<file path="src/rtl/core/lmr_pkg.sv">
`default_nettype none

package lmr_pkg;

	// Field widths
	localparam int ANGLE_W = 8;
	localparam int COORD_W = 6;
	localparam int INDEX_W = 12;
	localparam int SLOPE_W = 6;
	localparam int ERR_W   = 8;

	// Stream payload widths
	localparam int S_DATA_W = 8;
	localparam int M_DATA_W = 2 * COORD_W + INDEX_W;

	// Configuration port
	localparam int APB_DATA_W = 32;
	localparam int APB_ADDR_W = 3;
	localparam logic [0:0] REG_MASK_SIDE = 1'b0;

	localparam logic [COORD_W-1:0] MASK_SIDE_RESET = 6'd15;
	localparam int                 MAX_SIDE_DEFAULT = 63;

	// Angle decoding
	localparam logic [ANGLE_W-1:0] WRAP_DEG    = 8'd180;
	localparam logic [ANGLE_W-1:0] DEG_PER_OCT = 8'd45;
	localparam logic [ANGLE_W-1:0] OCT1_BASE   = 8'd45;
	localparam logic [ANGLE_W-1:0] OCT2_BASE   = 8'd90;
	localparam logic [ANGLE_W-1:0] OCT3_BASE   = 8'd135;

	// Bresenham constants
	localparam logic signed [ERR_W-1:0] ERR_START = -8'sd45;
	localparam logic signed [ERR_W-1:0] ERR_CORR  = 8'sd90;

	typedef enum logic [1:0] {
		OCT_SHALLOW_UP   = 2'd0,
		OCT_STEEP_UP     = 2'd1,
		OCT_STEEP_DOWN   = 2'd2,
		OCT_SHALLOW_DOWN = 2'd3
	} octant_t;

	typedef struct packed {
		octant_t              octant;
		logic [SLOPE_W-1:0]   slope;
	} job_t;

	typedef struct packed {
		logic not_empty;
		logic full;
	} q_stat_t;

endpackage

`default_nettype wire

</file>
<file path="src/rtl/core/lmr_front.sv">
`default_nettype none

module lmr_front (
	input  wire logic                          s_tvalid,
	output logic                               s_tready,
	input  wire logic [lmr_pkg::S_DATA_W-1:0]  s_tdata,   // [7:0] angle_deg
	input  wire logic                          q_full,
	output logic                               push,
	output lmr_pkg::job_t                      job
);

	logic [lmr_pkg::ANGLE_W-1:0] angle;
	logic [lmr_pkg::ANGLE_W-1:0] base;
	logic [lmr_pkg::ANGLE_W-1:0] rem;
	lmr_pkg::octant_t            oct;

	// Take an item whenever the queue has room
	assign s_tready = !q_full;
	assign push     = s_tvalid && s_tready;

	// Wrap the angle once, then split it into octant and remainder
	always_comb begin
		angle = (s_tdata >= lmr_pkg::WRAP_DEG) ? s_tdata - lmr_pkg::WRAP_DEG : s_tdata;
		if (angle >= lmr_pkg::OCT3_BASE) begin
			oct  = lmr_pkg::OCT_SHALLOW_DOWN;
			base = lmr_pkg::OCT3_BASE;
		end else if (angle >= lmr_pkg::OCT2_BASE) begin
			oct  = lmr_pkg::OCT_STEEP_DOWN;
			base = lmr_pkg::OCT2_BASE;
		end else if (angle >= lmr_pkg::OCT1_BASE) begin
			oct  = lmr_pkg::OCT_STEEP_UP;
			base = lmr_pkg::OCT1_BASE;
		end else begin
			oct  = lmr_pkg::OCT_SHALLOW_UP;
			base = '0;
		end
		rem = angle - base;
		job.octant = oct;
		// Mirror the slope in odd octants
		if (oct == lmr_pkg::OCT_STEEP_UP || oct == lmr_pkg::OCT_SHALLOW_DOWN) begin
			job.slope = lmr_pkg::SLOPE_W'(lmr_pkg::DEG_PER_OCT - rem);
		end else begin
			job.slope = lmr_pkg::SLOPE_W'(rem);
		end
	end

endmodule

`default_nettype wire

</file>
<file path="src/rtl/core/lmr_queue.sv">
`default_nettype none

module lmr_queue (
	input  wire logic             clk,
	input  wire logic             arst_n,
	input  wire logic             push,
	input  wire lmr_pkg::job_t    push_job,
	input  wire logic             pop,
	output lmr_pkg::job_t         pop_job,
	output lmr_pkg::q_stat_t      q_stat
);

	lmr_pkg::job_t entry_q [2];
	logic          wr_ptr_q;
	logic          rd_ptr_q;
	logic [1:0]    count_q;

	assign q_stat.not_empty = (count_q != 2'd0);
	assign q_stat.full      = (count_q == 2'd2);
	assign pop_job          = rd_ptr_q ? entry_q[1] : entry_q[0];

	// Store the pushed job
	always_ff @(posedge clk) begin
		if (push) begin
			entry_q[wr_ptr_q] <= push_job;
		end
	end

	// Advance pointers and occupancy
	always_ff @(posedge clk or negedge arst_n) begin
		if (!arst_n) begin
			wr_ptr_q <= 1'b0;
			rd_ptr_q <= 1'b0;
			count_q  <= 2'd0;
		end else begin
			if (push) begin
				wr_ptr_q <= !wr_ptr_q;
			end
			if (pop) begin
				rd_ptr_q <= !rd_ptr_q;
			end
			if (push && !pop) begin
				count_q <= count_q + 2'd1;
			end else if (pop && !push) begin
				count_q <= count_q - 2'd1;
			end
		end
	end

endmodule

`default_nettype wire

</file>
<file path="src/rtl/core/lmr_back.sv">
`default_nettype none

module lmr_back (
	input  wire logic                          clk,
	input  wire logic                          arst_n,
	input  wire logic [lmr_pkg::COORD_W-1:0]   side,
	input  wire logic                          q_not_empty,
	input  wire lmr_pkg::job_t                 job,
	output logic                               pop,
	output logic                               m_tvalid,
	input  wire logic                          m_tready,
	output logic [lmr_pkg::M_DATA_W-1:0]       m_tdata,   // [5:0] pixel_col, [11:6] pixel_row,
	                                                      // [23:12] pixel_index
	output logic                               m_tlast    // last_pixel
);

	localparam int CW = lmr_pkg::COORD_W;
	localparam int IW = lmr_pkg::INDEX_W;

	logic                               active_q;
	logic                               half_q;
	logic [CW-1:0]                      x_q;
	logic [CW-1:0]                      y_q;
	logic signed [lmr_pkg::ERR_W-1:0]   err_q;
	lmr_pkg::octant_t                   oct_q;
	logic [lmr_pkg::SLOPE_W-1:0]        slope_q;

	logic                               m_tvalid_q;
	logic [lmr_pkg::M_DATA_W-1:0]       m_tdata_q;
	logic                               m_tlast_q;

	logic [CW-1:0]                      h;
	logic [CW-1:0]                      hp_x, hm_x, hp_y, hm_y;
	logic [CW-1:0]                      col, row;
	logic [IW-1:0]                      index;
	logic                               advance;
	logic                               final_step;
	logic signed [lmr_pkg::ERR_W-1:0]   err_sum;

	assign m_tvalid = m_tvalid_q;
	assign m_tdata  = m_tdata_q;
	assign m_tlast  = m_tlast_q;

	// Load a new job only when the stepper is idle
	assign pop        = !active_q && q_not_empty;
	assign advance    = active_q && (!m_tvalid_q || m_tready);
	assign h          = {1'b0, side[CW-1:1]};
	assign final_step = (x_q == h);
	assign err_sum    = err_q + $signed({1'b0, slope_q, 1'b0});

	// Place the current pixel of the mirrored pair
	always_comb begin
		hp_x = h + x_q;
		hm_x = h - x_q;
		hp_y = h + y_q;
		hm_y = h - y_q;
		unique case (oct_q)
			lmr_pkg::OCT_SHALLOW_UP: begin
				col = half_q ? hm_x : hp_x;
				row = half_q ? hm_y : hp_y;
			end
			lmr_pkg::OCT_STEEP_UP: begin
				col = half_q ? hm_y : hp_y;
				row = half_q ? hm_x : hp_x;
			end
			lmr_pkg::OCT_STEEP_DOWN: begin
				col = half_q ? hp_y : hm_y;
				row = half_q ? hm_x : hp_x;
			end
			lmr_pkg::OCT_SHALLOW_DOWN: begin
				col = half_q ? hm_x : hp_x;
				row = half_q ? hp_y : hm_y;
			end
			default: begin
				col = hp_x;
				row = hp_y;
			end
		endcase
		index = {{(IW-CW){1'b0}}, row} * {{(IW-CW){1'b0}}, side} + {{(IW-CW){1'b0}}, col};
	end

	// Hold the pixel until taken
	always_ff @(posedge clk) begin
		if (advance) begin
			m_tdata_q <= {index, row, col};
			m_tlast_q <= half_q && final_step;
		end
	end

	always_ff @(posedge clk or negedge arst_n) begin
		if (!arst_n) begin
			m_tvalid_q <= 1'b0;
		end else if (advance) begin
			m_tvalid_q <= 1'b1;
		end else if (m_tready) begin
			m_tvalid_q <= 1'b0;
		end
	end

	// Job parameters
	always_ff @(posedge clk) begin
		if (pop) begin
			oct_q   <= job.octant;
			slope_q <= job.slope;
		end
	end

	// Step the Bresenham walker, one pixel per cycle unless m_tready stalls the output
	always_ff @(posedge clk or negedge arst_n) begin
		if (!arst_n) begin
			active_q <= 1'b0;
			half_q   <= 1'b0;
			x_q      <= '0;
			y_q      <= '0;
			err_q    <= '0;
		end else if (pop) begin
			active_q <= 1'b1;
			half_q   <= 1'b0;
			x_q      <= '0;
			y_q      <= '0;
			err_q    <= lmr_pkg::ERR_START;
		end else if (advance) begin
			half_q <= !half_q;
			if (half_q) begin
				if (final_step) begin
					active_q <= 1'b0;
				end else begin
					x_q <= x_q + CW'(1);
					if (err_sum > 0) begin
						y_q   <= y_q + CW'(1);
						err_q <= err_sum - lmr_pkg::ERR_CORR;
					end else begin
						err_q <= err_sum;
					end
				end
			end
		end
	end

endmodule

`default_nettype wire

</file>
<file path="src/rtl/core/line_mask_rasterizer.sv">
// The first pixel of a request reaches m_tdata through the job queue, the stepper
// registers and the output register. The stepper emits one pixel per cycle unless
// m_tready stalls it and reloads between requests; a 2-entry job queue lets angles
// arrive while a run is in progress.
// Reset (arst_n low, asynchronous): mask_side returns to 15, queue empties, stepper idles.
`default_nettype none

module line_mask_rasterizer #(
	parameter int MAX_SIDE = lmr_pkg::MAX_SIDE_DEFAULT
) (
	input  wire logic                              clk,
	input  wire logic                              arst_n,
	input  wire logic                              s_tvalid,
	output logic                                   s_tready,
	input  wire logic [lmr_pkg::S_DATA_W-1:0]      s_tdata,   // [7:0] angle_deg
	output logic                                   m_tvalid,
	input  wire logic                              m_tready,
	output logic [lmr_pkg::M_DATA_W-1:0]           m_tdata,   // [5:0] pixel_col, [11:6] pixel_row,
	                                                          // [23:12] pixel_index
	output logic                                   m_tlast,   // last_pixel
	input  wire logic                              psel,
	input  wire logic                              penable,
	input  wire logic                              pwrite,
	input  wire logic [lmr_pkg::APB_ADDR_W-1:0]    paddr,
	input  wire logic [lmr_pkg::APB_DATA_W-1:0]    pwdata,
	output logic [lmr_pkg::APB_DATA_W-1:0]         prdata,
	output logic                                   pready
);

	localparam int CW = lmr_pkg::COORD_W;

	logic [CW-1:0]      mask_side_q;
	logic [CW-1:0]      side;
	logic               push;
	logic               pop;
	lmr_pkg::job_t      front_job;
	lmr_pkg::job_t      queue_job;
	lmr_pkg::q_stat_t   q_stat;
	logic               reg_hit;

	// Register file
	assign pready  = 1'b1;
	assign reg_hit = (paddr[lmr_pkg::APB_ADDR_W-1] == lmr_pkg::REG_MASK_SIDE);
	assign prdata  = reg_hit ? {{(lmr_pkg::APB_DATA_W-CW){1'b0}}, mask_side_q} : '0;

	always_ff @(posedge clk or negedge arst_n) begin
		if (!arst_n) begin
			mask_side_q <= lmr_pkg::MASK_SIDE_RESET;
		end else if (psel && penable && pwrite && pready && reg_hit) begin
			mask_side_q <= pwdata[CW-1:0];
		end
	end

	// Clamp the side to the largest supported mask
	assign side = (mask_side_q > CW'(MAX_SIDE)) ? CW'(MAX_SIDE) : mask_side_q;

	lmr_front u_front (
		.s_tvalid (s_tvalid),
		.s_tready (s_tready),
		.s_tdata  (s_tdata),
		.q_full   (q_stat.full),
		.push     (push),
		.job      (front_job)
	);

	lmr_queue u_queue (
		.clk      (clk),
		.arst_n   (arst_n),
		.push     (push),
		.push_job (front_job),
		.pop      (pop),
		.pop_job  (queue_job),
		.q_stat   (q_stat)
	);

	lmr_back u_back (
		.clk         (clk),
		.arst_n      (arst_n),
		.side        (side),
		.q_not_empty (q_stat.not_empty),
		.job         (queue_job),
		.pop         (pop),
		.m_tvalid    (m_tvalid),
		.m_tready    (m_tready),
		.m_tdata     (m_tdata),
		.m_tlast     (m_tlast)
	);

`ifndef NO_ASSERTIONS
	logic [lmr_pkg::INDEX_W-1:0] idx_chk;
	assign idx_chk = {{(lmr_pkg::INDEX_W-CW){1'b0}}, m_tdata[2*CW-1:CW]}
		* {{(lmr_pkg::INDEX_W-CW){1'b0}}, side}
		+ {{(lmr_pkg::INDEX_W-CW){1'b0}}, m_tdata[CW-1:0]};

	a_index_matches: assert property (@(posedge clk) disable iff (!arst_n)
		m_tvalid |-> (m_tdata[lmr_pkg::M_DATA_W-1:2*CW] == idx_chk))
		else $error("pixel index does not match row and column");

	a_pixel_in_mask: assert property (@(posedge clk) disable iff (!arst_n)
		m_tvalid |-> (m_tdata[CW-1:0] <= {side[CW-1:1], 1'b0})
			&& (m_tdata[2*CW-1:CW] <= {side[CW-1:1], 1'b0}))
		else $error("pixel outside the mask");

	a_push_lands: assert property (@(posedge clk) disable iff (!arst_n)
		(s_tvalid && s_tready) |=> q_stat.not_empty)
		else $error("accepted item missing from job queue");

	a_pop_when_idle: assert property (@(posedge clk) disable iff (!arst_n)
		pop |=> !$past(m_tvalid && !m_tready && m_tlast && !q_stat.not_empty))
		else $error("job popped without a queued entry");
`endif

endmodule

`default_nettype wire

</file>
<file path="config.mk">
export PLATFORM = sky130hd
export DESIGN_NAME = line_mask_rasterizer
export DESIGN_NICKNAME = d
export VERILOG_FILES = /design/src/rtl/core/lmr_pkg.sv /design/src/rtl/core/lmr_front.sv /design/src/rtl/core/lmr_queue.sv /design/src/rtl/core/lmr_back.sv /design/src/rtl/core/line_mask_rasterizer.sv
export SDC_FILE = /design/constraint.sdc
export NUM_CORES = 1
export LEC_CHECK = 0
export ABC_AREA = 0
export BUFFER_PORTS_ARGS = -buffer_cell sky130_fd_sc_hd__buf_4
export CAP_MARGIN = 20
export CORE_MARGIN = 5
export CORE_UTILIZATION = 33
export CTS_CLUSTER_DIAMETER = 150
export CTS_CLUSTER_SIZE = 40
export DETAILED_ROUTE_END_ITERATION = 10
export PLACE_DENSITY = 0.5
export SYNTH_ARGS = -nofsm -noshare
export SYNTH_HDL_FRONTEND = slang
export SYNTH_SLANG_ARGS = --single-unit
</file>
<file path="constraint.sdc">
create_clock -name clk -period 7.9 [get_ports clk]
set_clock_uncertainty 0.15 [all_clocks]
set_input_delay 1.58 -clock clk [delete_from_list [all_inputs] [get_ports clk]]
set_output_delay 1.58 -clock clk [all_outputs]
set_load 0.01 [all_outputs]
</file>
# Word-level counts from Yosys, hierarchy flattened
# Memory sizes are Yosys's and may differ from the RTL's.
# Index checks and enable logic that the tools add are counted.
[classes]
addsub = 14
mul = 1
magnitude_cmp = 6
n_eq_ne = 8
muxes = 42
n_bitwise = 1
n_reduce_logical = 32
[op_table]
columns = ["operator", "n"]
rows = [
  ["$mux W6", 18],
  ["$mux W8", 7],
  ["$pmux W6 S3", 2],
  ["$ge A8 B8 Y1 const B", 2],
  ["$sub A8 B8 Y8 const B", 2],
  ["$reduce_bool A2 Y1", 7],
  ["$add A12 B6 Y12", 1],
  ["$add A5 B6 Y6", 2],
  ["$add A6 B1 Y6 const B", 2],
  ["$mul A6 B6 Y12", 1],
  ["$sub A5 B6 Y6", 2],
  ["$mux W1", 11],
  ["$logic_and A1 B1 Y1", 9],
  ["$add A8 B8 Y8", 1],
  ["$eq A2 B2 Y1 const B", 4],
  ["$ge A8 B6 Y1 const B", 1],
  ["$ge A8 B7 Y1 const B", 1],
  ["$gt A8 B1 Y1 const B", 1],
  ["$logic_not A1 Y1", 8],
  ["$mux W2", 4],
  ["$eq A6 B5 Y1", 1],
  ["$gt A6 B6 Y1 const B", 1],
  ["$reduce_and A3 Y1", 2],
  ["$sub A6 B6 Y6", 1],
  ["10 further kinds", 13],
]
[totals]
regBits = 66
ramBits = 16
inputBits = 50
word_cells = 119
n_memories = 1
[memory_table]
columns = ["memory", "depth", "word_bits", "read_ports", "rd_ports_with_merged_regs", "wr", "line", "rtl"]
rows = [
  ["u_queue.entry_q", 2, 8, 2, 0, 1, "lmr_queue.sv:13", "lmr_pkg::job_t entry_q [2];"],
]

# Depth between registers and ports, before layout
# Gate-level depths: netlist of the first run.
[depth]
ltp_word = 9
depth_mapped = 26
depth_no_buf = 26

# Cells and area by module
# From an unflattened synthesis of the first run, not the netlist that was laid out.
[unflattened]
hier_cells = 725
area_unflattened_um2 = 7153.1
[by_module_without_submodules]
columns = ["module", "n_inst", "cells_each", "area_each_um2", "seq_area_each_um2"]
rows = [
  ["lmr_back", 1, 528, 5147.4, 1566.5],
  ["lmr_queue", 1, 41, 773.2, 580.6],
  ["lmr_front", 1, 102, 700.7, 0.0],
  ["line_mask_rasterizer", 1, 54, 531.8, 155.1],
]

# Least setup slack after synthesis of the first run
# OpenSTA, ideal clock, no wires.
[synth_path]
kind = "register -> register"
start = "reg mask_side_q[2]"
end = "reg u_back.m_tdata_q (netlist bit u_back.m_tdata[23]), data pin"
setup_time_ns = 0.260
t_arrival_ns = 5.831
t_required_ns = 7.490
path_slack_ns = 1.659
path_stages_with_launch = 24
path_buffers = 0
path_cell_list = "dfstp_2 -> ha_1 -> nor2b_1 -> o21ai_0 -> a21oi_1 -> o311ai_0 -> xor2_1 -> a211o_1 -> and2_1 -> fa_1 -> inv_1 -> fa_1 -> inv_1 -> fa_1 -> inv_1 -> fa_1 -> inv_1 -> ha_1 -> inv_1 -> o21bai_1 -> a2111oi_0 -> o31ai_1 -> a21oi_1 -> xnor2_1"
[synth_between]
elab_chain_len = 7
elab_cells_between_ends = 13
cone_classes = "5 x add/sub; 1 x mul; 1 x order compare; 6 x mux"
[synth_lines]
columns = ["element", "line", "rtl"]
rows = [
  ["start, declared", "line_mask_rasterizer.sv:32", "logic [CW-1:0] mask_side_q;"],
  ["start signal, assigned", "line_mask_rasterizer.sv:48", "mask_side_q <= lmr_pkg::MASK_SIDE_RESET;"],
  ["start signal, assigned", "line_mask_rasterizer.sv:50", "mask_side_q <= pwdata[CW-1:0];"],
  ["$gt A6 B6 Y1", "line_mask_rasterizer.sv:55", "assign side = (mask_side_q > CW'(MAX_SIDE)) ? CW'(MAX_SIDE) : mask_side_q;"],
  ["$mux W6 *", "line_mask_rasterizer.sv:55", ""],
  ["$sub A5 B6 Y6, or another cell as far along", "lmr_back.sv:56", "hm_y = h - y_q;"],
  ["$mux W6 (on tied branches)", "--", ""],
  ["$pmux W6 S3 *", "lmr_back.sv:57", "unique case (oct_q)"],
  ["net u_back.row[5]", "lmr_back.sv:34", "logic [CW-1:0] col, row;"],
  ["$mul A6 B6 Y12 *", "lmr_back.sv:79", "index = {{(IW-CW){1'b0}}, row} * {{(IW-CW){1'b0}}, side} + {{(IW-CW){1'b0}}, col};"],
  ["$add A12 B6 Y12 *", "lmr_back.sv:79", ""],
  ["net u_back.index[11]", "lmr_back.sv:35", "logic [IW-1:0] index;"],
  ["end signal, assigned", "lmr_back.sv:85", "m_tdata_q <= {index, row, col};"],
  ["end, declared", "lmr_back.sv:29", "logic [lmr_pkg::M_DATA_W-1:0] m_tdata_q;"],
]
# Mark *: on every way through the listed nets, which the timed path passes. The rest lies on a longest branch.
# A chain may end at the register's enable or synchronous reset.

# Worst setup path after layout of the first run
# Same ends and word-level chain as after synthesis.

==> metrics.md, run 1 <==
| Metric | Value |
|---|---|
| Via count of the first global-routing pass | 5040 |
| Wire length of the first global-routing pass | 25370 µm |
| Average cell area after synthesis | 9.830 µm² |
| Crit end category | flip-flop |
| Pleak | between 3 and 4 nW |
| Number of register bits inferred by synthesis | 82 |
| Diode insertion count for antenna repair | 0 |
| Achievable clock frequency | 144.6 MHz |
| Root buffer cell | sky130_fd_sc_hd__clkbuf_16 |
| Reported max-cap violation count | 0 |
| Net switching power | 0.001742 W |
| Cell internal pwr | approximately 0.0022 W |
| Reg2reg path depth | 23 |
| Post-CTS Resized | 0 |
| Endpoint of the worst-slack reg-to-reg timing path | u_back.m_tdata[23] |
| Maximum fanout encountered on the critical timing path | 16 |
| Antenna violations before repair | 0 |
| Number of DRC markers after the initial detailed-route iteration | 168 |
| Number of vias per cell | 4.941 |
| Maximum vdd drop | 0.0002866 V |
| Vias post-DR | 5114 |
| Part of the total power dissipated in combinational logic | 0.670 |
| Data required time at the worst endpoint | 7.85 ns |
| Count of nets after finishing | 902 |
| Number of buffers on the longest clock path | 2 |
| Critical register-to-register path startpoint | mask_side_q[2] |
| Slew of the pin with the lowest slew margin | ~1.1 ns |
| Share of synthesized area occupied by flip-flops and latches | 0.3322 |
| Share of final-layout standard cells stronger than drive strength 1 | 0.1355 |
| Setup repair after global routing missed its margin | false |
| Area grow syn2layout | 12.85% |
| Number of I/O pins | 110 |
| Post-synth ARST share | 0.4024 |
| Net switching share of the total power | 0.4462 |
| Number of clock sinks seen by CTS | 82 |
| Global-route congestion overflow total | 0 |
| HP Start | u_back.err_q[0] |
| Die Wd | approximately 150 µm |
| Final design utilization | 0.3756 |
| Most common cell after layout, fill and taps aside | sky130_fd_sc_hd__inv_1 |
| Die boundary height | 154.9 µm |
| Power consumption | between 0.003 and 0.004 W |
| Final critical-path share of the clock period | 0.8754 |
| Clock slew seen by the registers of the worst setup and hold paths | approximately 0.06 ns |
| Wire length after detailed routing | 15390 µm |
| # DRC | 0 |
| Setup repair bufs after CTS | 0 |
| Total setup violations reported at the end of the flow | 0 |
| Worst rel slew slack | 0.2991 |
| Number of max-slew violations in the final report | 0 |
| Most instantiated flip-flop cell in the synthesis netlist | sky130_fd_sc_hd__edfxtp_1 |
| Seq pwr share | 0.220 |
| Cell area after placement | 0.007518 mm² |
| Starting Density | 0.3328 |
| Unique cell type count in the Yosys netlist | 73 |
| Total number of yosys warnings | 0 |
| TritonCTS Buffers | 9 |
| Area of the mapped netlist | 0.006930 mm² |
| GP Congestion | 0.8504 |
| Later-pin clock latency in the skew report | roughly 0.34 ns |
| Placeable core region | 0.02082 mm² |
| Number of H-tree branching levels | 3 |
| Hold buffer count at cts | 0 |
| Die Footprint | ~0.024 mm² |
| Count of final hold-check violations | 0 |
| Post-route minimum period | 6.916 ns |
| Routed wire length per instance | between 10 and 15 µm |
| Clock tree from TritonCTS | yes |
| Number of optimization iterations in the first detailed-route pass | 5 |
| Number of rows in the core area | 53 |
| Endpoint of the worst hold path | u_back.err_q[0] |
| GRT Total Usage | 0.1308 |
| Cells after synthesis | 705 |
| Design area | approximately 0.0078 mm² |
| Commonest non-fill, non-tap cells in the layout | 75 x sky130_fd_sc_hd__inv_1, 71 x sky130_fd_sc_hd__ha_1, 58 x sky130_fd_sc_hd__buf_4 |
| Post-synth EDFFs | 49 |
| Post-DRT Antenna Nets | 0 |
| Run status | completed |
| Total power density per cell area | 499.1 mW/mm² |
| Maximum number of pins on one net before global-route repair | 34 |
| Launching element type of the critical path | flip-flop |
| Worst hold stages | 1 |
| Port-buffer cells | between 50 and 60 |
| CP arrival | 6.86 ns |
| Class of the most critical hold timing path | flip-flop to flip-flop |
| Setup Crit Path Kind | flip-flop to flip-flop |
| Share of total power in the clock network | 0.109 |
| Sum of net half-perimeters after detailed placement | 12200 µm |
| Reg-to-reg slack, setup | 0.98 ns |
| Setup TNS | 0 ns |
[synth_stat cells, types with 3 or more instances]
| master | count | area share |
|---|---|---|
| sky130_fd_sc_hd__a21boi_0 | 3 | 0.0032 |
| sky130_fd_sc_hd__a21o_1 | 5 | 0.0054 |
| sky130_fd_sc_hd__a21oi_1 | 30 | 0.022 |
| sky130_fd_sc_hd__a221o_1 | 4 | 0.0058 |
| sky130_fd_sc_hd__a221oi_1 | 14 | 0.018 |
| sky130_fd_sc_hd__a22o_1 | 3 | 0.0038 |
| sky130_fd_sc_hd__a22oi_1 | 5 | 0.0054 |
| sky130_fd_sc_hd__and2_1 | 23 | 0.021 |
| sky130_fd_sc_hd__buf_4 | 28 | 0.030 |
| sky130_fd_sc_hd__clkbuf_1 | 13 | 0.0070 |
| sky130_fd_sc_hd__dfrtp_1 | 29 | 0.10 |
| sky130_fd_sc_hd__dfstp_2 | 4 | 0.015 |
| sky130_fd_sc_hd__edfxtp_1 | 49 | 0.21 |
| sky130_fd_sc_hd__fa_1 | 26 | 0.075 |
| sky130_fd_sc_hd__ha_1 | 71 | 0.13 |
| sky130_fd_sc_hd__inv_1 | 75 | 0.041 |
| sky130_fd_sc_hd__mux2_2 | 16 | 0.026 |
| sky130_fd_sc_hd__mux2i_1 | 5 | 0.0072 |
| sky130_fd_sc_hd__nand2_1 | 47 | 0.025 |
| sky130_fd_sc_hd__nand2b_1 | 8 | 0.0072 |
| sky130_fd_sc_hd__nand3_1 | 12 | 0.0087 |
| sky130_fd_sc_hd__nand4_1 | 5 | 0.0045 |
| sky130_fd_sc_hd__nor2_1 | 43 | 0.023 |
| sky130_fd_sc_hd__nor2b_1 | 16 | 0.014 |
| sky130_fd_sc_hd__nor3_1 | 14 | 0.010 |
| sky130_fd_sc_hd__o2111ai_1 | 3 | 0.0038 |
| sky130_fd_sc_hd__o211ai_1 | 7 | 0.0076 |
| sky130_fd_sc_hd__o21a_1 | 5 | 0.0054 |
| sky130_fd_sc_hd__o21ai_0 | 29 | 0.021 |
| sky130_fd_sc_hd__o21bai_1 | 4 | 0.0043 |
| sky130_fd_sc_hd__o311ai_0 | 3 | 0.0038 |
| sky130_fd_sc_hd__o31ai_1 | 6 | 0.0065 |
| sky130_fd_sc_hd__or3b_1 | 3 | 0.0038 |
| sky130_fd_sc_hd__xnor2_1 | 31 | 0.039 |
| sky130_fd_sc_hd__xor2_1 | 13 | 0.016 |
[logic make-up (layout without fill, tap and decap cells)]
family | count (synthesis) | in the layout | synth area share
xor gates and xnor gates | 44 | 44 | 0.05561
other | 2 | 27 | 0.001084
buffers and inverters | 120 | 150 | 0.08232
DFF | 82 | 82 | 0.3322
adders and majority gates | 97 | 97 | 0.2033
muxes | 21 | 21 | 0.03322
and+or+nand+nor | 193 | 193 | 0.1433
AOI/OAI and AO/OA | 146 | 146 | 0.1490
[stage by stage]
stage / hold WS, ns / worst slack, ns / cells
after CTS: 0.3224 / 0.9318 / 1035
after global routing: 0.3410 / 0.5326 / 1035
final: 0.3205 / 0.9843 / 1035
after detailed placement: 0.3060 / 0.9481 / 1019
after global placement: 0.3077 / 0.9704 / 1019
after floorplan: 0.2767 / 1.659 / 730
[registers in the layout, indices dropped and copies added, names as in the netlist, 2 cells and up]
name,cells
mask_side_q,6
u_back.x_q,6
u_back.y_q,6
u_back.slope_q,6
u_back.err_q,8
u_back.oct_q,2
u_queue.count_q,2
u_queue.entry_q,16
u_back.m_tdata,24
[critical path: stages, from the launching register on]
cell and delay [ns]:
sky130_fd_sc_hd__dfstp_2 0.80, sky130_fd_sc_hd__ha_1 0.33, sky130_fd_sc_hd__nor2b_1 0.14, sky130_fd_sc_hd__o21ai_0 0.24, sky130_fd_sc_hd__a21oi_1 0.10, sky130_fd_sc_hd__o311ai_0 0.39
sky130_fd_sc_hd__xor2_1 0.19, sky130_fd_sc_hd__a211o_1 0.42, sky130_fd_sc_hd__and2_1 0.20, sky130_fd_sc_hd__fa_1 0.48, sky130_fd_sc_hd__inv_1 0.05, sky130_fd_sc_hd__fa_1 0.47
sky130_fd_sc_hd__inv_1 0.05, sky130_fd_sc_hd__fa_1 0.52, sky130_fd_sc_hd__inv_1 0.05, sky130_fd_sc_hd__fa_1 0.49, sky130_fd_sc_hd__inv_1 0.04, sky130_fd_sc_hd__ha_1 0.34
sky130_fd_sc_hd__inv_1 0.07, sky130_fd_sc_hd__o21bai_1 0.08, sky130_fd_sc_hd__a2111oi_0 0.64, sky130_fd_sc_hd__o31ai_1 0.16, sky130_fd_sc_hd__a21oi_1 0.19, sky130_fd_sc_hd__xnor2_1 0.08
[power groups by stage]
stage / sequential (W) / clock [W] / combinational [W]
floorplan: 0.000865 / 0 / 0.00204
global placement: 0.000867 / 0 / 0.00259
detailed placement: 0.000872 / 0 / 0.00263
CTS: 0.000864 / 0.000444 / 0.00266
global route: 0.000885 / 0.000459 / 0.00300
finish: 0.000860 / 0.000427 / 0.00262
[worst max path at each step]
stage | startpoint | slack (ns) | to
4_1_cts | mask_side_q[2] | 0.93 | u_back.m_tdata[23]
3_3_place_gp | mask_side_q[2] | 0.97 | u_back.m_tdata[23]
2_1_floorplan | mask_side_q[2] | 1.66 | u_back.m_tdata[23]
5_1_grt | mask_side_q[2] | 0.53 | u_back.m_tdata[23]
3_5_place_dp | mask_side_q[2] | 0.95 | u_back.m_tdata[23]
6_report | mask_side_q[2] | 0.98 | u_back.m_tdata[23]
[final cells by class]
| cell class | instances | area, µm² |
|---|---|---|
| Fill cell | 2133 | 13000 |
| Multi-Input combinational cell | 528 | 4151 |
| Sequential cell | 82 | 2302 |
| Timing Repair Buffer | 58 | 435.4 |
| Tap cell | 275 | 344.1 |
| Inverter | 76 | 285.3 |
| Clock buffer | 9 | 225.2 |
| Clock inverter | 7 | 77.57 |
[routing by layer]
layer | up-vias | routed length, µm | share of wire | GRT usage
met2 | 79 | 7828 | 0.51 | 0.2330
met3 | 15 | 570 | 0.037 | 0.02420
li1 | 2536 | - | - | -
met1 | 2484 | 6813 | 0.44 | 0.1621
met5 | - | 0 | 0 | 0
met4 | 0 | 177 | 0.012 | 0.03574
(Power assumes the default switching activity.)
==> run 2: changes to the inputs <==
- REMOVE_ABC_BUFFERS: unset -> 1
==> run 2 against run 1 <==
Power rose by 0.22%. Critical path depth is the same. Die area did not move. Non-clock buffer count did not move. Via count grew 0.49%. Maximum frequency is 1.0% higher. Core utilization increased by 0.072 points. First-iteration DRC count rose to 2.7 times the previous value. Critical endpoint unchanged. Global-route usage about the same. Highest routed layer unchanged.
==> metrics.md, run 2 (synthesis gave the netlist of run 1 again) <==
| Metric | Value |
|---|---|
| Number of flip-flops in the largest register | 24 (unchanged) |
| Setup repair after global routing missed its margin | false |
| Starting Density | 0.3328 (unchanged) |
| Routed wire length per instance | 14.48 µm (-2.6%) |
| Sequential Area | 0.002302 mm² (unchanged) |
| CP arrival | 6.79 ns (-0.07 ns) |
| Post-DRT Antenna Nets | 0 (unchanged) |
| Setup Crit Path Kind | flip-flop to flip-flop |
| Area grow syn2layout | 13.07% |
| Maximum fanout encountered on the critical timing path | 8 (-8) |
| GP Congestion | 0.8985 (+5.7%) |
| Filler instances | 2094 (-1.8%) |
| Most common cell after layout, fill and taps aside | sky130_fd_sc_hd__inv_1 |
| Die Wd | 154.9 µm (unchanged) |
| Setup repair bufs after CTS | 0 (unchanged) |
| Post-CTS Resized | 0 (unchanged) |
| # DRC | 0 (unchanged) |
| Seq pwr share | 0.220 (about the same) |
| Sum of net half-perimeters after detailed placement | 11680 µm (-4.2%) |
| Wire length of the first global-routing pass | 25580 µm (+0.82%) |
| Diode insertion count for antenna repair | 0 (unchanged) |
| Post-route minimum period | 6.845 ns (-0.07115 ns) |
| Number of buffers on the longest clock path | 2 (unchanged) |
| Hold_ws | 0.3406 ns (+0.02015 ns) |
| Number of vias per cell | 4.965 (+0.49%) |
| Count of final hold-check violations | 0 (unchanged) |
| Number of optimization iterations in the first detailed-route pass | 7 (+2) |
| Antenna violations before repair | 0 (unchanged) |
| Die boundary height | 154.9 µm (unchanged) |
| Later-pin clock latency in the skew report | 0.35 ns (about the same) |
| Number of I/O pins | 110 (unchanged) |
| Wire length after detailed routing | 14980 µm (-2.6%) |
| Share of total power in the clock network | 0.116 (+0.007) |
| Crit path setup slack, layout | 1.055 ns (+0.07115 ns) |
| Clock tree from TritonCTS | yes |
| Cell internal pwr | 0.002192 W (+1.4%) |
| Port-buffer cells | 54 (unchanged) |
| TritonCTS Buffers | 9 (unchanged) |
| Via count of the first global-routing pass | 5224 (+3.7%) |
| Worst rel slew slack | 0.3233 (+0.02428) |
| Register bank with the most flops | u_back.m_tdata |
| Crit end category | flip-flop |
| Slew of the pin with the lowest slew margin | 1.014 ns (-0.03637 ns) |
| Reported max-cap violation count | 0 (unchanged) |
| Number of max-slew violations in the final report | 0 (unchanged) |
| Pre-CTS setup slack | 1.038 ns (+0.08983 ns) |
| Net switching power | 0.001720 W (-1.2%) |
| Total setup violations reported at the end of the flow | 0 (unchanged) |
| Vias post-DR | 5139 (+0.49%) |
| Net switching share of the total power | 0.4397 (-0.006472) |
| Launching element type of the critical path | flip-flop |
| Maximum vdd drop | 0.0002506 V (-13%) |
| Hold buffer count at cts | 0 (unchanged) |
| Setup TNS | 0 ns (unchanged) |
| Power consumption | 0.003912 W (+0.22%) |
| Placeable core region | 0.02082 mm² (unchanged) |
| Biggest regs | u_back.m_tdata (24), u_queue.entry_q (16), u_back.err_q (8) |
| Part of the total power dissipated in combinational logic | 0.664 (-0.006) |
| GRT Total Usage | 0.1305 (-0.0002252) |
| Global-route congestion overflow total | 0 (unchanged) |
| Maximum number of pins on one net before global-route repair | 34 (unchanged) |
| Achievable clock frequency | 146.1 MHz (+1.0%) |
| Count of nets after finishing | 902 (unchanged) |
| Number of H-tree branching levels | 3 (unchanged) |
| Commonest non-fill, non-tap cells in the layout | 75 x sky130_fd_sc_hd__inv_1, 71 x sky130_fd_sc_hd__ha_1, 58 x sky130_fd_sc_hd__buf_4 |
| Total power density per cell area | 499.3 mW/mm² (about the same) |
| Pleak | 3.461 nW (about the same) |
| Number of rows in the core area | 53 (unchanged) |
| Number of DRC markers after the initial detailed-route iteration | 456 (+170%) |
| Final critical-path share of the clock period | 0.8664 (-0.009006) |
| Share of final-layout standard cells stronger than drive strength 1 | 0.1342 (-0.001316) |
| Root buffer cell | sky130_fd_sc_hd__clkbuf_16 |
| Run status | completed |
| Number of clock sinks seen by CTS | 82 (unchanged) |
| Class of the most critical hold timing path | flip-flop to flip-flop |
| Data required time at the worst endpoint | 7.85 ns (about the same) |
| Die Footprint | 0.02400 mm² (unchanged) |
| Clock slew seen by the registers of the worst setup and hold paths | 0.07 ns (about the same) |
| Multi-input logic area | 0.004151 mm² (unchanged) |
## run 2: cell count changes in the layout (fill, tap and decap cells not counted), sizes merged
cell      change
clkinv        -3
bufinv        +1
clkbuf        +1
clkinvlp      +1
## run 2: stage by stage
stage          cell area [µm²]    util  cells
6_report                  7836  0.3763   1035
5_1_grt                   7836  0.3763   1035
4_1_cts                   7836  0.3763   1035
3_5_place_dp              7518  0.3611   1019
3_3_place_gp              7518  0.3611   1019
2_1_floorplan             6739       -    686
## run 2: final cells by class
| class | count | area share |
|---|---|---|
| inverter | 76 | 0.03640 |
| multi-input combinational | 528 | 0.5298 |
| timing repair buffer | 58 | 0.05556 |
| clock buffer | 10 | 0.02922 |
| tap | 275 | 0.04391 |
| clock inverter | 6 | 0.01134 |
| sequential | 82 | 0.2938 |
## run 2: final timing paths
| check | from | end | slack (ns) | depth (start not counted) |
|---|---|---|---|---|
| worst max-delay path | mask_side_q[2] | u_back.m_tdata[23] | 1.06 | 23 |
| max in group asynchronous | arst_n | mask_side_q[1] | 6.21 | 1 |
| min in group asynchronous | arst_n | u_back.err_q[6] | 1.03 | 1 |
| worst min register to register | u_back.err_q[0] | u_back.err_q[0] | 0.34 | 1 |
| worst max register to register | mask_side_q[2] | u_back.m_tdata[23] | 1.06 | 23 |
| worst min-delay path | u_back.err_q[0] | u_back.err_q[0] | 0.34 | 1 |
## run 2: worst max-delay path, stage by stage, from the launching register on
cell and delay (ns):
sky130_fd_sc_hd__dfstp_2 0.66, sky130_fd_sc_hd__ha_1 0.30, sky130_fd_sc_hd__nor2b_1 0.14, sky130_fd_sc_hd__o21ai_0 0.22
sky130_fd_sc_hd__a21oi_1 0.10, sky130_fd_sc_hd__o311ai_0 0.42, sky130_fd_sc_hd__xor2_1 0.25, sky130_fd_sc_hd__a211o_1 0.44
sky130_fd_sc_hd__and2_1 0.21, sky130_fd_sc_hd__fa_1 0.49, sky130_fd_sc_hd__inv_1 0.05, sky130_fd_sc_hd__fa_1 0.47
sky130_fd_sc_hd__inv_1 0.05, sky130_fd_sc_hd__fa_1 0.52, sky130_fd_sc_hd__inv_1 0.05, sky130_fd_sc_hd__fa_1 0.49
sky130_fd_sc_hd__inv_1 0.04, sky130_fd_sc_hd__ha_1 0.34, sky130_fd_sc_hd__inv_1 0.07, sky130_fd_sc_hd__o21bai_1 0.09
sky130_fd_sc_hd__a2111oi_0 0.63, sky130_fd_sc_hd__o31ai_1 0.15, sky130_fd_sc_hd__a21oi_1 0.20, sky130_fd_sc_hd__xnor2_1 0.08
## run 2: power groups by stage
stage | Clock [W] | Combinational, W | Sequential, W
3_5_place_dp | 0 | 0.00261 | 0.000871
5_1_grt | 0.000490 | 0.00303 | 0.000883
4_1_cts | 0.000471 | 0.00264 | 0.000864
3_3_place_gp | 0 | 0.00258 | 0.000867
6_report | 0.000454 | 0.00260 | 0.000860
2_1_floorplan | 0 | 0.00201 | 0.000876
## run 2: per-layer routing
layer / global-route usage / vias up / wire length (µm)
li1: - / 2532 / -
met1: 0.1564 / 2483 / 6359
met2: 0.2371 / 107 / 7871
met3: 0.02531 / 17 / 533
met4: 0.03785 / 0 / 220
met5: 0 / - / 0
==> run 3: changes to the inputs <==
- RECOVER_POWER: unset -> 100
==> run 3 against run 2 <==
The run now ends with max-capacitance violations, max-slew violations left. Clock power about the same. Largest cell class unchanged. Critical endpoint unchanged. First-iteration DRC count down 1.8%. Sequential share of layout area up 0.57 points. Critical path type unchanged. Via count down 0.41%.
==> metrics.md, run 3 (synthesis gave the netlist of run 1 again) <==
| Metric | Value |
|---|---|
| Run status | finished with violations |
| Violations in the final reports | max-capacitance violations, max-slew violations |
| Vias post-DR | 5118 (-0.41%) |
| Total setup violations reported at the end of the flow | 0 (unchanged) |
| Root buffer cell | sky130_fd_sc_hd__clkbuf_16 |
| Biggest regs | u_back.m_tdata (24), u_queue.entry_q (16), u_back.err_q (8) |
| Setup Crit Path Kind | flip-flop to flip-flop |
| Launching element type of the critical path | flip-flop |
| Clock slew seen by the registers of the worst setup and hold paths | 0.07 ns (about the same) |
| Die Footprint | 0.02400 mm² (unchanged) |
| Number of flip-flops in the largest register | 24 (unchanged) |
| Cells after DPL | 1019 (unchanged) |
| Net switching share of the total power | 0.4462 (+0.006488) |
| Share of total power in the clock network | 0.118 (+0.002) |
| Count of nets after finishing | 902 (unchanged) |
| Maximum number of pins on one net before global-route repair | 34 (unchanged) |
| Post-DRT Antenna Nets | 0 (unchanged) |
| Port-buffer cells | 54 (unchanged) |
| Reg-to-reg slack, setup | 0.90 ns (-0.15 ns) |
| Share of final-layout standard cells stronger than drive strength 1 | 0.07632 (-0.05789) |
| Worst hold stages | 1 (unchanged) |
| Area grow syn2layout | 10.90% |
| Endpoint of the worst hold path | u_back.err_q[0] |
| Setup repair after global routing missed its margin | false |
| Top sig layer | met4 |
| Maximum vdd drop | 0.0002508 V (about the same) |
| CP arrival | 6.94 ns (+0.15 ns) |
| Sum of net half-perimeters after detailed placement | 11680 µm (unchanged) |
| Post-route minimum period | 6.995 ns (+0.1504 ns) |
| Detail Route met3 WL | 604 µm (+13%) |
| Final critical-path share of the clock period | 0.8854 (+0.01904) |
| Filler instances | 2127 (+1.6%) |
| Commonest non-fill, non-tap cells in the layout | 75 x sky130_fd_sc_hd__inv_1, 71 x sky130_fd_sc_hd__ha_1, 49 x sky130_fd_sc_hd__edfxtp_1 |
| Routed wire length per instance | 14.52 µm (+0.29%) |
| TritonCTS Buffers | 9 (unchanged) |
| Number of rows in the core area | 53 (unchanged) |
| Wire length after detailed routing | 15030 µm (+0.29%) |
| Die boundary height | 154.9 µm (unchanged) |
| Worst rel slew slack | -0.2976 (-0.6209) |
| Number of clock sinks seen by CTS | 82 (unchanged) |
| Number of DRC markers after the initial detailed-route iteration | 448 (-1.8%) |
| Number of buffers on the longest clock path | 2 (unchanged) |
| Number of I/O pins | 110 (unchanged) |
| Most common cell after layout, fill and taps aside | sky130_fd_sc_hd__inv_1 |
| Post-CTS Resized | 0 (unchanged) |
| Pleak | 3.313 nW (-4.3%) |
| Placeable core region | 0.02082 mm² (unchanged) |
| Via count of the first global-routing pass | 5224 (unchanged) |
| Count of final hold-check violations | 0 (unchanged) |
| Later-pin clock latency in the skew report | 0.35 ns (about the same) |
| Crit end category | flip-flop |
| # DRC | 0 (unchanged) |
| GP Congestion | 0.8985 (unchanged) |
| Maximum fanout encountered on the critical timing path | 10 (+2) |
| Class of the most critical hold timing path | flip-flop to flip-flop |
| Reported max-cap violation count | 1 (+1) |
| Global-route congestion overflow total | 0 (unchanged) |
| Antenna violations before repair | 0 (unchanged) |
| Hold buffer count at cts | 0 (unchanged) |
| Number of vias per cell | 4.945 (-0.41%) |
| Seq pwr share | 0.223 (+0.003) |
| Data required time at the worst endpoint | 7.85 ns (about the same) |
| Wire length of the first global-routing pass | 25580 µm (unchanged) |
| Number of H-tree branching levels | 3 (unchanged) |
| Net switching power | 0.001720 W (about the same) |
| Die Wd | 154.9 µm (unchanged) |
| Final design utilization | 0.3691 (-0.007211) |
| Slew of the pin with the lowest slew margin | 1.946 ns (+0.9325 ns) |
| Setup repair bufs after CTS | 0 (unchanged) |
| Number of optimization iterations in the first detailed-route pass | 8 (+1) |
| HP Start | u_back.err_q[0] |
| Register bank with the most flops | u_back.m_tdata |
| Met2 layer wire length in the routed design | 7832 µm (-0.50%) |
| Part of the total power dissipated in combinational logic | 0.659 (-0.005) |
| Met1 WL | 6355 µm (about the same) |
| Endpoint of the worst-slack reg-to-reg timing path | u_back.m_tdata[23] |
| Setup TNS | 0 ns (unchanged) |
| Total power density per cell area | 501.4 mW/mm² (+0.42%) |
| Diode insertion count for antenna repair | 0 (unchanged) |
| Final cell count without fillers | 1035 (unchanged) |
| Critical register-to-register path startpoint | mask_side_q[1] |
| Achievable clock frequency | 143.0 MHz (-2.2%) |
| Number of max-slew violations in the final report | 34 (+34) |
| Reg2reg path depth | 26 (+13%) |
| Cell internal pwr | 0.002134 W (-2.6%) |
| Starting Density | 0.3328 (unchanged) |
| GRT Total Usage | 0.1305 (unchanged) |
| Clock tree from TritonCTS | yes |
run 3: power by group through the flow:
| stage | clock, W | sequential, W | combinational, W |
|---|---|---|---|
| after CTS | 0.000471 | 0.000864 | 0.00264 |
| after global placement | 0 | 0.000867 | 0.00258 |
| after floorplan | 0 | 0.000876 | 0.00201 |
| after detailed placement | 0 | 0.000871 | 0.00261 |
| after global routing | 0.000490 | 0.000881 | 0.00297 |
| final | 0.000454 | 0.000859 | 0.00254 |
run 3: layout make-up:
| class | count | area (µm²) | share of cell area |
|---|---|---|---|
| Timing Repair Buffer | 58 | 292.8 | 0.03809 |
| Multi-Input combinational cell | 528 | 4144 | 0.5391 |
| Clock inverter | 6 | 88.84 | 0.01156 |
| Tap cell | 275 | 344.1 | 0.04477 |
| Sequential cell | 82 | 2302 | 0.2995 |
| Inverter | 76 | 285.3 | 0.03712 |
| Clock buffer | 10 | 229.0 | 0.02979 |
run 3: critical path, cell delays in order (launching register included):
cell and delay (ns):
sky130_fd_sc_hd__dfstp_1 0.80, sky130_fd_sc_hd__inv_1 0.23, sky130_fd_sc_hd__ha_1 0.27, sky130_fd_sc_hd__inv_1 0.07, sky130_fd_sc_hd__fa_1 0.22, sky130_fd_sc_hd__a21oi_1 0.08
sky130_fd_sc_hd__nor2_1 0.09, sky130_fd_sc_hd__nor2_1 0.05, sky130_fd_sc_hd__xnor2_1 0.17, sky130_fd_sc_hd__a221oi_1 0.34, sky130_fd_sc_hd__o2bb2ai_1 0.26, sky130_fd_sc_hd__and2_0 0.25
sky130_fd_sc_hd__fa_1 0.52, sky130_fd_sc_hd__inv_1 0.05, sky130_fd_sc_hd__fa_1 0.47, sky130_fd_sc_hd__inv_1 0.05, sky130_fd_sc_hd__fa_1 0.52, sky130_fd_sc_hd__inv_1 0.05
sky130_fd_sc_hd__fa_1 0.49, sky130_fd_sc_hd__inv_1 0.04, sky130_fd_sc_hd__ha_1 0.34, sky130_fd_sc_hd__inv_1 0.07, sky130_fd_sc_hd__o21bai_1 0.09, sky130_fd_sc_hd__a2111oi_0 0.63
sky130_fd_sc_hd__o31ai_1 0.15, sky130_fd_sc_hd__a21oi_1 0.20, sky130_fd_sc_hd__xnor2_1 0.08
run 3: metrics by stage:
step / cell area [µm²] / setup slack, ns / hold WS [ns] / power [W]
finish: 7686 / 0.9050 / 0.3405 / 0.003854
global route: 7686 / 0.4205 / 0.3549 / 0.004341
CTS: 7836 / 1.006 / 0.3464 / 0.003980
detailed placement: 7518 / 1.038 / 0.3200 / 0.003480
global placement: 7518 / 1.055 / 0.3238 / 0.003450
floorplan: 6739 / 1.659 / 0.2767 / 0.002881
run 3: how the worst max path moves through the flow:
stage | depth (start not counted) | startpoint | to
floorplan | 23 | mask_side_q[2] | u_back.m_tdata[23]
global placement | 23 | mask_side_q[2] | u_back.m_tdata[23]
detailed placement | 23 | mask_side_q[2] | u_back.m_tdata[23]
CTS | 23 | mask_side_q[2] | u_back.m_tdata[23]
global route | 25 | mask_side_q[1] | u_back.m_tdata[23]
finish | 26 | mask_side_q[1] | u_back.m_tdata[23]
run 3: metal layers:
layer	global-route usage	up-vias
li1	-	2533
met1	0.1564	2466
met2	0.2371	103
met3	0.02531	16
met4	0.03785	0
met5	0	-
